[config.mk]
export PLATFORM = sky130hd
export DESIGN_NAME = vbtk_isqrt
export DESIGN_NICKNAME = d
export VERILOG_FILES = /design/src/design/vbtk_pkg.sv /design/src/design/vbtk_isqrt.sv
export SDC_FILE = /design/constraint.sdc
export NUM_CORES = 1
export LEC_CHECK = 0
export BUFFER_PORTS_ARGS = -buffer_cell sky130_fd_sc_hd__buf_2
export CORE_MARGIN = 10
export CORE_UTILIZATION = 48
export CTS_CLUSTER_DIAMETER = 40
export DETAILED_ROUTE_END_ITERATION = 10
export PLACE_DENSITY_LB_ADDON = 0.1
export SETUP_SLACK_MARGIN = 0.15
export SLEW_MARGIN = 20
export SYNTH_ARGS = -nofsm -noshare
export SYNTH_HDL_FRONTEND = slang
export SYNTH_SLANG_ARGS = --single-unit
[constraint.sdc]
create_clock -name clk -period 12.7 [get_ports clk]
set_clock_uncertainty 0.05 [all_clocks]
set_input_delay 2.54 -clock clk [delete_from_list [all_inputs] [get_ports clk]]
set_output_delay 2.54 -clock clk [all_outputs]
set_load 0.01 [all_outputs]
[src/design/vbtk_pkg.sv]
// ----------------------------------------------------------------------------
// vbtk_pkg: shared types and constants for view blend top-k weights
// Request and result payloads, sizes of the cosine store and the pick list.
// ----------------------------------------------------------------------------
package vbtk_pkg;

  localparam int MAX_CAMERAS = 256;
  localparam int MAX_PICK    = 16;
  localparam int CAM_AW      = $clog2(MAX_CAMERAS);
  localparam int CNT_W       = CAM_AW + 1;
  localparam int PICK_AW     = $clog2(MAX_PICK);
  localparam int SEL_W       = 5;
  localparam int DIV_W       = 64;
  localparam int RAW_W       = 48;
  localparam int SUM_W       = RAW_W + PICK_AW;

  localparam logic CMD_BEGIN  = 1'b0;
  localparam logic CMD_CAMERA = 1'b1;

  localparam logic [SEL_W-1:0] MAX_SEL_RESET = 5'd4;
  localparam logic [15:0]      COS_MAX       = 16'd32767;

  typedef struct packed {
    logic               command;
    logic signed [31:0] pos_x;
    logic signed [31:0] pos_y;
    logic signed [31:0] pos_z;
    logic signed [31:0] pt_x;
    logic signed [31:0] pt_y;
    logic signed [31:0] pt_z;
    logic               last_camera;
  } req_t;

  typedef struct packed {
    logic [7:0]  camera_index;
    logic [16:0] weight;
    logic        last_out;
  } res_t;

endpackage

[src/design/vbtk_isqrt.sv]
// ----------------------------------------------------------------------------
// vbtk_isqrt: integer square root
// Floor square root of a 64 bit value, one result bit per cycle.
// ----------------------------------------------------------------------------
module vbtk_isqrt (
  input  logic        clk,
  input  logic        rst,
  input  logic        start,
  input  logic [63:0] value,
  output logic        done,
  output logic [31:0] root
);
  import vbtk_pkg::*;

  logic [63:0] v;
  logic [63:0] res;
  logic [63:0] bitv;
  logic        run;
  logic [63:0] trial;

  assign trial = res + bitv;

  always_ff @(posedge clk) begin
    if (rst) begin
      run  <= 1'b0;
      done <= 1'b0;
    end else begin
      done <= !start && run && (bitv == 64'd1);
      if (start) begin
        v    <= value;
        res  <= '0;
        bitv <= 64'd1 << 62;
        run  <= 1'b1;
      end else if (run) begin
        if (v >= trial) begin
          v   <= v - trial;
          res <= (res >> 1) + bitv;
        end else begin
          res <= res >> 1;
        end
        bitv <= bitv >> 2;
        if (bitv == 64'd1) begin
          run <= 1'b0;
        end
      end
    end
  end

  assign root = res[31:0];

endmodule

== Word level (Yosys, flattened, before mapping) ==
Index checks and enable logic that the tools add are counted.
Widths: inputs -> output; s select.
Cells by class
  $add $sub $neg: 3
  $lt $le $gt $ge: 1
  eq/ne operators: 1
  muxes and demuxes: 9
  bitwise logic cells: 1
  reduce and logical (&&, ||, !) cells: 7
Operator list (number)
  $mux 64: 5
  $add 63x63->64: 1
  $add 64x63->64: 1
  $ge 64x64->1: 1
  $sub 64x64->64: 1
  $mux 63: 1
  $eq 32x1->1 const B: 1
  $reduce_bool 2->1: 2
  $mux 1: 3
  $reduce_and 3->1: 1
  $logic_and 1x1->1: 2
  $reduce_and 2->1: 1
  $logic_not 1->1: 1
  $not 1->1: 1
Storage, ports and cells
  bits in registers: 162
  input bits: 67
  output and inout bits: 33
  logic and storage cells: 27

== Logic depth before layout (Yosys ltp) ==
  word-level depth: 5
  gate-level depth with buffers: 27
  gate-level depth less buffers: 25

== Least setup slack after synthesis ==
OpenSTA, ideal clock, no wires.
  path type: input-to-reg
  start point: input port start
  end point: register v[0], enable pin
  setup time: 0.584 ns
  arrival: 12.081 ns
  required time: 12.066 ns
  setup slack: -0.015 ns
  cell stages on the path: 5
  path buffers: 2
  cell sequence: clkbuf_1 -> clkbuf_1 -> nor2_1 -> nor2_1 -> a21boi_0
Between the ends
  cells in the longest elaborated chain, start to end: 2
  elaborated cells between the ends (all ways): 3
  those cells by class: reduce/logical: 3
Ends and longest elaborated chain
  from (decl): line vbtk_isqrt.sv:8  | input logic start,
  $reduce_bool 2->1 (no line)
  $reduce_and 3->1 (no line) (*)
  to (signal assigned): line vbtk_isqrt.sv:30  | v <= value;
  to (signal assigned): line vbtk_isqrt.sv:36  | v <= v - trial;
  to (decl): line vbtk_isqrt.sv:15  | logic [63:0] v;
Every way passes the cells marked *; elsewhere a longest branch is shown, timed or not.
A chain may end at the register's enable or synchronous reset.

== Worst setup path in the final report ==
  start point: register res[2]
  end point: register res[55], data pin
Between the ends
  cells in the longest elaborated chain, start to end: 4
  elaborated cells between the ends (all ways): 5
  those cells by class: add/sub: 2; order compare: 1; mux: 2
Ends and longest elaborated chain
  from (decl): line vbtk_isqrt.sv:16  | logic [63:0] res;
  from (signal assigned): line vbtk_isqrt.sv:37  | res <= (res >> 1) + bitv;
  from (signal assigned): line vbtk_isqrt.sv:39  | res <= res >> 1;
  $add 64x63->64: line vbtk_isqrt.sv:21  | assign trial = res + bitv;
  $ge 64x64->1: line vbtk_isqrt.sv:35  | if (v >= trial) begin
  $mux 64 (*): line vbtk_isqrt.sv:35
  $mux 64 (*): line vbtk_isqrt.sv:34  | end else if (run) begin
Every way passes the cells marked *; elsewhere a longest branch is shown, timed or not. The select of a mux whose other input is x is not followed.

==> qor.txt <==
Root Driver - clkbuf_16
Final period util - 0.583
Cells after Synth - 1735
Seq cells post-synth - 162
Power Density - 154 mW/mm²
Most common cell in the netlist - nand2_1
Critical path peak fanout - 51
Kind of critical path - reg2reg
HPWL after DPL - 34.7 mm
Static leakage - 0.00618 µW
Post-synth EDFFs - 160
Synth area leaders - edfxtp_1, ha_1, o21ai_0
Fin crit period - 7.41 ns
Slew HR - 0.342
Critical Path Start Type - register
WHS - 0.539 ns
Synth top area share - 0.320
RD Place Congestion - 0.968
Netlist cell types - 81
Area Overhead vs Synth - 7.72%
WL/cell - 20.8 µm
Pin count of the biggest net entering global routing - 95
Crit path required time - 12.86 ns
Register area share after synthesis - 0.322
Max_cap viols - 0
Clock-pin slew on the worst setup and hold paths - 0.07 ns
CP Capture Type - register
Dominant synthesized flop cell - edfxtp_1
Die Area - 0.0388 mm²
Antenna violations before repair - 0
F_max - 0.135 GHz
Post-CTS setup buffer count - 0
Final Hold Viols - 0
Largest area contributor in the synthesized netlist - edfxtp_1
Setup crit end - res[55]
WL final - 45.0 mm
TritonCTS clock tree - yes
Beginning of the worst register-to-register path - res[2]
Min-delay worst type - reg2reg
DRT Pass-1 Iters - 5
DR DRC count - 0
Max VDD drop - 0.111 mV
# clock sinks - 162
Final setup vio count - 0
Syn Nets - 1933
Core Area - 0.0307 mm²
Mapped Area - 0.0150 mm²
Vias - 13179
Max-slew violation count - 0
Worst-Skew Late Latency - 0.46 ns
DIE WIDTH - 197 µm
Clock Path Buffers - 2
# fillers - 2963
1st-iter DRT viols - 1145
Routed Antenna Nets - 0
Setup crit start - res[2]
Num ports - 100
WP data arrival - 7.57 ns
Worst Reg2Reg Path Length in Cells - 23
RSZ-0062 raised after global routing - no
Post-CTS Hold Buffers - 0
Core Rows - 64
IO buf count - 99
Final setup TNS - 0 ns
Status - finished, final reports clean
Avg Cell Area, Syn - 8.67 µm²
Diodes inserted - 0
First-pass GRT wire length - 71.3 mm
Reg2reg setup slack - 5.29 ns
Tot GR Track Use - 0.231
Commonest cells in the netlist - nand2_1, edfxtp_1, o21ai_0
Initial core utilization - 0.489
Vias in the first global route - 12516
Async SR Flop Fraction - 0
Vert. Die Dim - 197 µm
PostCTS Resize Cnt - 0
H-tree depth - 4
Worst R2R End - res[55]
DR vias/cell - 6.08
Synth Warn # - 0
CTS Buf Count - 17
Slew @ Worst Pin - 0.988 ns
GRT overflow - 0
Share of layout cells above drive strength 1 - 0.110
Nets@finish - 1957
-- kinds of logic (layout without fill, tap and decap cells) --
| family | after synthesis | in the layout | synth area share |
|---|---|---|---|
| AO/OA/AOI/OAI | 559 | 559 | 0.240 |
| XOR/XNOR | 169 | 169 | 0.0985 |
| adder cells (fa/ha/maj) | 131 | 131 | 0.110 |
| buffers and inverters | 140 | 177 | 0.0443 |
| flip-flops | 162 | 162 | 0.322 |
| multiplexers | 9 | 9 | 0.00632 |
| AND/OR/NAND/NOR | 565 | 565 | 0.180 |
-- worst max-delay path, cell delays in order, from the launching register on --
cell      delay, ns
edfxtp_1       0.47
ha_1           0.38
a31o_2         0.23
a31oi_1        0.29
o21ai_0        0.36
a21oi_1        0.59
o21ai_0        0.35
a31oi_1        0.37
inv_1          0.08
a31oi_1        0.22
xor2_1         0.18
ha_1           0.33
a21o_1         0.21
o21bai_1       0.18
o21bai_1       0.31
a21o_1         0.23
a21oi_1        0.30
o32ai_1        0.16
buf_4          0.22
nor2_2         0.17
buf_4          0.42
inv_2          0.47
o21ai_0        0.23
mux2_2         0.35
-- power breakdown --
part	switching, µW	internal, µW
clock	243	312
sequential	76.0	688
combinational	720	457
-- cell type report --
type	count	area (µm²)	share of cell area
multi-input combinational	1433	9550	0.589
sequential	162	4840	0.299
timing repair buffer	107	562	0.0347
tap	396	495	0.0306
clock buffer	18	429	0.0265
clock inverter	14	176	0.0109
inverter	38	143	0.00881
-- cells in the final DEF (no fill, tap or decap), types with 11 or more instances in the layout --
master / synthesis / final
a21o_1: 45 / 45
nor4_1: 14 / 14
nor2_1: 147 / 145
a21oi_1: 119 / 119
a211oi_1: 25 / 25
buf_2: 10 / 98
ha_1: 130 / 130
o21bai_1: 31 / 31
a31oi_1: 65 / 65
edfxtp_1: 160 / 160
a31o_2: 17 / 17
nor2b_1: 53 / 53
nand4_1: 36 / 36
nand3_1: 34 / 34
and3_1: 13 / 13
o21ai_0: 159 / 159
xnor2_1: 87 / 87
clkbuf_16: 0 / 17
inv_1: 37 / 37
nand2_1: 181 / 181
and2_1: 15 / 15
xor2_1: 82 / 82
nor3_1: 29 / 29
or3_1: 11 / 11
-- flip-flops by register name (all words and copies together), names as in the netlist --
| signal | flops |
|---|---|
| bitv | 32 |
| run | 1 |
| res | 64 |
| v | 64 |
| done | 1 |
-- metal layers --
metal / wire [µm] / share of wire / track usage
met1: 22700 / 0.50 / 0.346
met2: 18800 / 0.42 / 0.336
met3: 2850 / 0.063 / 0.0392
met4: 755 / 0.017 / 0.0587
met5: 0 / 0 / 0
-- through the flow --
stage | instances | instance area (µm²) | power, µW | setup WS (ns) | util
2_1_floorplan | 1735 | 15000 | 1650 | 1.59 | -
3_3_place_gp | 2136 | 15600 | 1930 | 5.41 | 0.507
6_report | 2168 | 16200 | 2500 | 5.29 | 0.527
5_1_grt | 2168 | 16200 | 2670 | 4.83 | 0.527
4_1_cts | 2168 | 16200 | 2500 | 5.26 | 0.527
3_5_place_dp | 2136 | 15600 | 1930 | 5.33 | 0.507
-- how the worst min path moves through the flow --
stage,cells past startpoint,endpoint,slack (ns),from
final,1,done,0.54,run
after global placement,2,run,0.51,run
after detailed placement,1,done,0.51,run
after global routing,1,done,0.54,run
after CTS,1,done,0.53,run
after floorplan,1,done,0.41,run
No activity file was read; power rests on OpenSTA's default activity.
