==> src/design/vbtk_pkg.sv <==
// ----------------------------------------------------------------------------
// vbtk_pkg: shared types and constants for view blend top-k weights
// Request and result payloads, sizes of the cosine store and the pick list.
// ----------------------------------------------------------------------------
package vbtk_pkg;

  localparam int MAX_CAMERAS = 256;
  localparam int MAX_PICK    = 16;
  localparam int CAM_AW      = $clog2(MAX_CAMERAS);
  localparam int CNT_W       = CAM_AW + 1;
  localparam int PICK_AW     = $clog2(MAX_PICK);
  localparam int SEL_W       = 5;
  localparam int DIV_W       = 64;
  localparam int RAW_W       = 48;
  localparam int SUM_W       = RAW_W + PICK_AW;

  localparam logic CMD_BEGIN  = 1'b0;
  localparam logic CMD_CAMERA = 1'b1;

  localparam logic [SEL_W-1:0] MAX_SEL_RESET = 5'd4;
  localparam logic [15:0]      COS_MAX       = 16'd32767;

  typedef struct packed {
    logic               command;
    logic signed [31:0] pos_x;
    logic signed [31:0] pos_y;
    logic signed [31:0] pos_z;
    logic signed [31:0] pt_x;
    logic signed [31:0] pt_y;
    logic signed [31:0] pt_z;
    logic               last_camera;
  } req_t;

  typedef struct packed {
    logic [7:0]  camera_index;
    logic [16:0] weight;
    logic        last_out;
  } res_t;

endpackage

==> src/design/vbtk_div.sv <==
// ----------------------------------------------------------------------------
// vbtk_div: restoring divider
// Unsigned 64 by 64 bit division, one quotient bit per cycle.
// ----------------------------------------------------------------------------
module vbtk_div (
  input  logic                       clk,
  input  logic                       rst,
  input  logic                       start,
  input  logic [vbtk_pkg::DIV_W-1:0] dividend,
  input  logic [vbtk_pkg::DIV_W-1:0] divisor,
  output logic                       done,
  output logic [vbtk_pkg::DIV_W-1:0] quotient
);
  import vbtk_pkg::*;

  localparam int CW = $clog2(DIV_W);

  logic [DIV_W:0]   rem;
  logic [DIV_W-1:0] quo;
  logic [DIV_W-1:0] dvs;
  logic [CW-1:0]    cnt;
  logic             run;
  logic [DIV_W:0]   shifted;
  logic             fits;

  always_comb begin
    shifted = {rem[DIV_W-1:0], quo[DIV_W-1]};
    fits    = shifted >= {1'b0, dvs};
  end

  always_ff @(posedge clk) begin
    if (rst) begin
      run  <= 1'b0;
      done <= 1'b0;
    end else begin
      done <= !start && run && (cnt == CW'(DIV_W - 1));
      if (start) begin
        rem <= '0;
        quo <= dividend;
        dvs <= divisor;
        cnt <= '0;
        run <= 1'b1;
      end else if (run) begin
        rem <= fits ? shifted - {1'b0, dvs} : shifted;
        quo <= {quo[DIV_W-2:0], fits};
        cnt <= cnt + 1'b1;
        if (cnt == CW'(DIV_W - 1)) begin
          run <= 1'b0;
        end
      end
    end
  end

  assign quotient = quo;

endmodule

==> config.mk <==
export PLATFORM = sky130hd
export DESIGN_NAME = vbtk_div
export DESIGN_NICKNAME = d
export VERILOG_FILES = /design/src/design/vbtk_pkg.sv /design/src/design/vbtk_div.sv
export SDC_FILE = /design/constraint.sdc
export NUM_CORES = 1
export LEC_CHECK = 0
export ABC_AREA = 1
export BUFFER_PORTS_ARGS = -buffer_cell sky130_fd_sc_hd__buf_2
export CAP_MARGIN = 40
export CORE_MARGIN = 3
export CORE_UTILIZATION = 47
export CTS_CLUSTER_SIZE = 14
export DETAILED_ROUTE_END_ITERATION = 7
export PLACE_DENSITY = 0.76
export SLEW_MARGIN = 5
export SYNTH_ARGS = -nofsm -noshare
export SYNTH_HDL_FRONTEND = slang
export SYNTH_SLANG_ARGS = --single-unit
==> constraint.sdc <==
create_clock -name clk -period 10.6 [get_ports clk]
set_input_delay 1.06 -clock clk [delete_from_list [all_inputs] [get_ports clk]]
set_output_delay 1.06 -clock clk [all_outputs]
set_load 0.02 [all_outputs]
# Word level (Yosys, flattened, before mapping)
# Index checks and enable logic that the tools add are counted.
[word_totals]
reg_bits = 200
memories = 0
output_inout_bits = 65
latchBits = 0
mem_bits_ro = 0
input_bits = 131
mem_bits_rw = 0
[op_classes]
multipliers = 0
n_div = 0
reduce_logical = 6
muxes = 8
shift = 0
order_cmp = 1
n_eq_ne = 1
n_addsub = 2
n_bitwise = 1
[op_table]
columns = ["op", "n"]
rows = [
  ["$mux 64", 4],
  ["$ge 65x64->1", 1],
  ["$sub 64x64->64", 1],
  ["$add 6x1->6 const B", 1],
  ["$eq 6x6->1 const B", 1],
  ["$mux 6", 1],
  ["$reduce_and 2->1", 2],
  ["$mux 1", 3],
  ["$logic_and 1x1->1", 2],
  ["$reduce_bool 2->1", 1],
  ["$logic_not 1->1", 1],
  ["$not 1->1", 1],
]

# Longest topological paths before layout
[depth]
depth_word = 4
mapped_depth = 19
ltp_nobuf = 17

# Worst setup path after synthesis
# No wires, ideal clock.
[synth_timing]
path_type = "input-to-reg"
start = "in start"
end = "reg cnt[0], enable pin"
slack_ns = 1.807
required_ns = 9.927
path_stages = 5
arrival_ns = 8.120
path_buffers = 3
path_cell_list = "clkbuf_1 -> inv_2 -> clkbuf_1 -> clkbuf_1 -> a21oi_1"
[synth_between]
elab_chain_len = 2
[synth_rtl]
columns = ["element", "line", "text"]
rows = [
  ["start, declared", "vbtk_div.sv:8", "input logic start,"],
  ["$reduce_bool 2->1 (no source line)", "n/a", ""],
  ["$reduce_and 2->1 (no source line)", "n/a", ""],
  ["end signal, assigned", "vbtk_div.sv:46", "cnt <= cnt + 1'b1;"],
  ["end, declared", "vbtk_div.sv:21", "logic [CW-1:0] cnt;"],
]
# No other way between the ends.
# A chain may end at the register's enable or synchronous reset.

# Worst setup path in the final report
[layout_timing]
start = "reg rem[9]"
end = "reg rem[2] (data pin)"
[layout_between]
elab_chain_len = 3
[layout_rtl]
columns = ["element", "line", "text"]
rows = [
  ["start, declared", "vbtk_div.sv:18", "logic [DIV_W:0] rem;"],
  ["start signal, assigned", "vbtk_div.sv:44", "rem <= fits ? shifted - {1'b0, dvs} : shifted;"],
  ["$ge 65x64->1", "vbtk_div.sv:28", "fits = shifted >= {1'b0, dvs};"],
  ["$mux 64", "vbtk_div.sv:44", ""],
  ["$mux 64", "vbtk_div.sv:43", "end else if (run) begin"],
]
# No other way between the ends. The select of a mux whose other input is x is not followed.

==> flow_summary.rst <==
.. list-table::
   :header-rows: 1

   * - Metric
     - Value
   * - Leading cell types in the layout, fill and taps excluded
     - 933 x nand2_1, 432 x inv_1, 226 x nor2_1, 198 x edfxtp_1, 195 x buf_2
   * - Filler Cells Inserted
     - 3,067
   * - Avg Vias per Cell
     - 4.851
   * - Clock network latency to the later pin of the worst-skew pair
     - 460 ps
   * - Number of enable flip-flop cells after synthesis
     - 198
   * - Cell area power density
     - 146.3 nW/um^2
   * - Inserted Diodes
     - 0
   * - Fin Clk Skew
     - 11.14 ps
   * - Iter 0 DRT Violations
     - 992
   * - Effective utilization at floorplan
     - 0.4802
   * - Launching element type of the critical path
     - flip-flop
   * - Post-synthesis cell type count
     - 36
   * - CTS tree
     - yes
   * - Wire length of the first global-routing pass
     - 67,790 um
   * - Per-cell routed wire length
     - 15.39 um
   * - Maximum achievable frequency
     - 281.0 MHz
   * - Inst Count DP
     - 2,742
   * - Final-report setup violation count
     - 0
   * - Status
     - finished, final reports clean
   * - I/O pin count
     - 196
   * - Post-synth top flop
     - edfxtp_1
   * - Signal arrival time at the worst endpoint
     - 3820 ps
   * - H-Tree Level Count
     - 4
   * - Post-route DRC violation count
     - 0
   * - Worst vdd rail ir drop
     - 0.0001228 V
   * - Sequential share of the synthesized area
     - 0.4044
   * - Number of vias in the routed layout
     - 13,460
   * - Total cell area at the placement stage
     - 16,180 um^2
   * - Share of the clock period used by the worst path
     - 0.3357
   * - R2R Path End
     - rem[2]$_SDFFCE_PP0P_
   * - Final routed wirelength across all metal layers
     - 42,700 um
   * - Total of cells resized after clock tree synthesis
     - 0
   * - Count of port buffers added during placement
     - 195
   * - Leakage dissipation
     - 9.285 nW
   * - Max cap viols
     - 0
   * - Half-perimeter wire length after placement
     - 34,110 um
   * - Synthesis Warnings
     - 0
   * - Final min period
     - 3559 ps
   * - Largest net degree at the start of global routing
     - 70
   * - Total negative slack
     - 0 ps
   * - Setup repair after global routing missed its margin
     - false
   * - GR Overflow Total
     - 0
   * - Setup Crit Path Kind
     - flip-flop to flip-flop
   * - Clock Tree Root
     - clkbuf_16
   * - Register-to-register setup slack
     - 7040 ps
   * - Buffer count from post-CTS setup fixing
     - 0
   * - Number of antenna violations at the first check in global routing
     - 1
   * - Routability congestion estimate from global placement
     - 1.028
   * - TritonCTS sink count
     - 200
   * - Final count of hold timing violations
     - 0
   * - Number of stages on the worst hold path
     - 2
   * - Core Box Area
     - 30,830 um^2
   * - Post-synth design cell area
     - 14,800 um^2
   * - Tightest Hold Check Type
     - flip-flop to flip-flop
   * - Growth of design area from synthesis to finish
     - 13.56%
   * - Ys async rst share
     - 0
   * - Overall fraction of global-route tracks in use
     - 0.2578
   * - Transition time of the tightest slew-check pin
     - 869.6 ps
   * - Leading cell type in the layout, fill and taps excluded
     - nand2_1
   * - End point of the worst hold path
     - quotient[8]$_DFFE_PP_
   * - Synthesized Nets
     - 2,380
   * - Largest buffer count on any clock path
     - 2
   * - Total power
     - 0.002459 W
   * - First-pass iteration count of the detailed router
     - 5
   * - Total die area
     - 33,660 um^2
   * - Fraction of layout instances using a drive strength above 1
     - 0.1262
   * - Number of synthesized register bits
     - 200
   * - Clock-pin slew reported for the worst setup and hold paths after clock tree synthesis
     - 80 ps
   * - Vias in the first global route
     - 13,070
   * - Worst EP required
     - 10,860 ps
   * - Hold wc startpoint
     - quotient[7]$_DFFE_PP_
   * - Synthesized area divided by synthesized cell count
     - 6.781 um^2
   * - Worst r2r src
     - rem[9]$_SDFFCE_PP0P_
   * - Row count
     - 64
   * - Height of the chip
     - 183.5 um
   * - R2R depth
     - 15
   * - Slew margin rel.
     - 0.4203
   * - Critical path endpoint category
     - flip-flop
   * - Remaining antenna violation count after routing
     - 0
   * - Max Fanout on Critical Path
     - 50
   * - Die width
     - 183.5 um
   * - Fraction of synthesized cell area taken by the top area cell type
     - 0.4017
   * - Non-Filler Cell Area, Final
     - 16,810 um^2
   * - Count of placed standard cells in the final layout, fillers left out
     - 2,774
   * - Max Slew Vio Count
     - 0
   * - Synthesized netlist cell count
     - 2,183
   * - Inserted Clock Buffers
     - 17
   * - Number of nets in the layout
     - 2,562
   * - Cts-stage hold buffer count
     - 0
   * - Cell accounting for the most synthesized area
     - edfxtp_1
   * - Cell types occupying the most area after synthesis
     - edfxtp_1 40%, nand2_1 24%, inv_1 11%
## flip-flops by register name (all words and copies together), names as in the netlist
| register | count |
|---|---|
| dvs | 64 |
| quotient | 64 |
| rem | 64 |
| cnt | 6 |
| done | 1 |
| run | 1 |
## final cells by class
| class | count | area [um^2] | share of cell area |
|---|---|---|---|
| Inverter | 451 | 1695 | 0.1009 |
| Clock inverter | 15 | 202.7 | 0.01206 |
| Clock buffer | 17 | 425.4 | 0.02531 |
| Multi-Input combinational cell | 1491 | 6922 | 0.4118 |
| Timing Repair Buffer | 204 | 1084 | 0.06446 |
| Tap cell | 396 | 495.5 | 0.02948 |
| Sequential cell | 200 | 5986 | 0.3561 |
## cell usage after synthesis (7+ instances only)
library cell    n
edfxtp_1      198
nand2_1       933
a21oi_1        47
buf_6           7
nor2_1        227
clkbuf_1       17
xor2_1         30
ha_1           65
buf_2          15
o21ai_0         7
nand3_1        62
nand3b_1       40
inv_2          16
nand2_2        12
nand3_2        11
nand4_1        10
nor3_1         10
nor2_2         15
inv_1         432
## worst max-delay path, cell delays in order (launching register included)
cell,delay [ps]
edfxtp_1,400
ha_1,360
nand2_1,170
nor2_4,60
nand2_1,150
nor2_1,110
nand3_1,110
nor2_1,60
nor2_1,110
nand3_2,120
inv_2,60
buf_4,530
nand2_2,590
nand2_1,180
nand2_1,60
nor2_1,260
## power by group
part / total (W) / switching (W) / internal [W]
combinational: 0.000787 / 0.000535 / 0.000252
sequential: 0.000981 / 0.0000290 / 0.000952
clock: 0.000690 / 0.000347 / 0.000343
## cell families after synthesis
group           count (synthesis)  synth area share
compound gates                 57           0.01969
flops                         200            0.4044
simple gates                 1337            0.3715
buf+inv                       492            0.1298
xor+xnor                       31           0.01834
fa+ha+maj                      66           0.05629
## metal layers
metal  GRT usage  share of wire  up-vias
li1            -              -     6942
met1      0.3445           0.45     6012
met2      0.4228           0.45      444
met3     0.04907          0.068       57
met4     0.08836          0.028        2
met5           0        0.00047        -
## through the flow
step | setup WS [ps] | util | hold WS, ps
after CTS | 7015 | 0.5453 | 547.8
after global placement | 7039 | 0.5231 | 516.0
after detailed placement | 7028 | 0.5249 | 528.0
after global routing | 6708 | 0.5453 | 571.5
final | 7041 | 0.5453 | 545.6
after floorplan | 1807 | - | 439.1
## worst max-delay path by stage
stage | to | cells after the start | start
after floorplan | cnt[0]$_SDFFCE_PP0P_ | 5 | start
after global placement | rem[2]$_SDFFCE_PP0P_ | 15 | rem[9]$_SDFFCE_PP0P_
after detailed placement | rem[2]$_SDFFCE_PP0P_ | 15 | rem[9]$_SDFFCE_PP0P_
after CTS | rem[2]$_SDFFCE_PP0P_ | 15 | rem[9]$_SDFFCE_PP0P_
after global routing | rem[2]$_SDFFCE_PP0P_ | 15 | rem[47]$_SDFFCE_PP0P_
final | rem[2]$_SDFFCE_PP0P_ | 15 | rem[9]$_SDFFCE_PP0P_
Note: power is estimated with default switching activity, not from simulation.
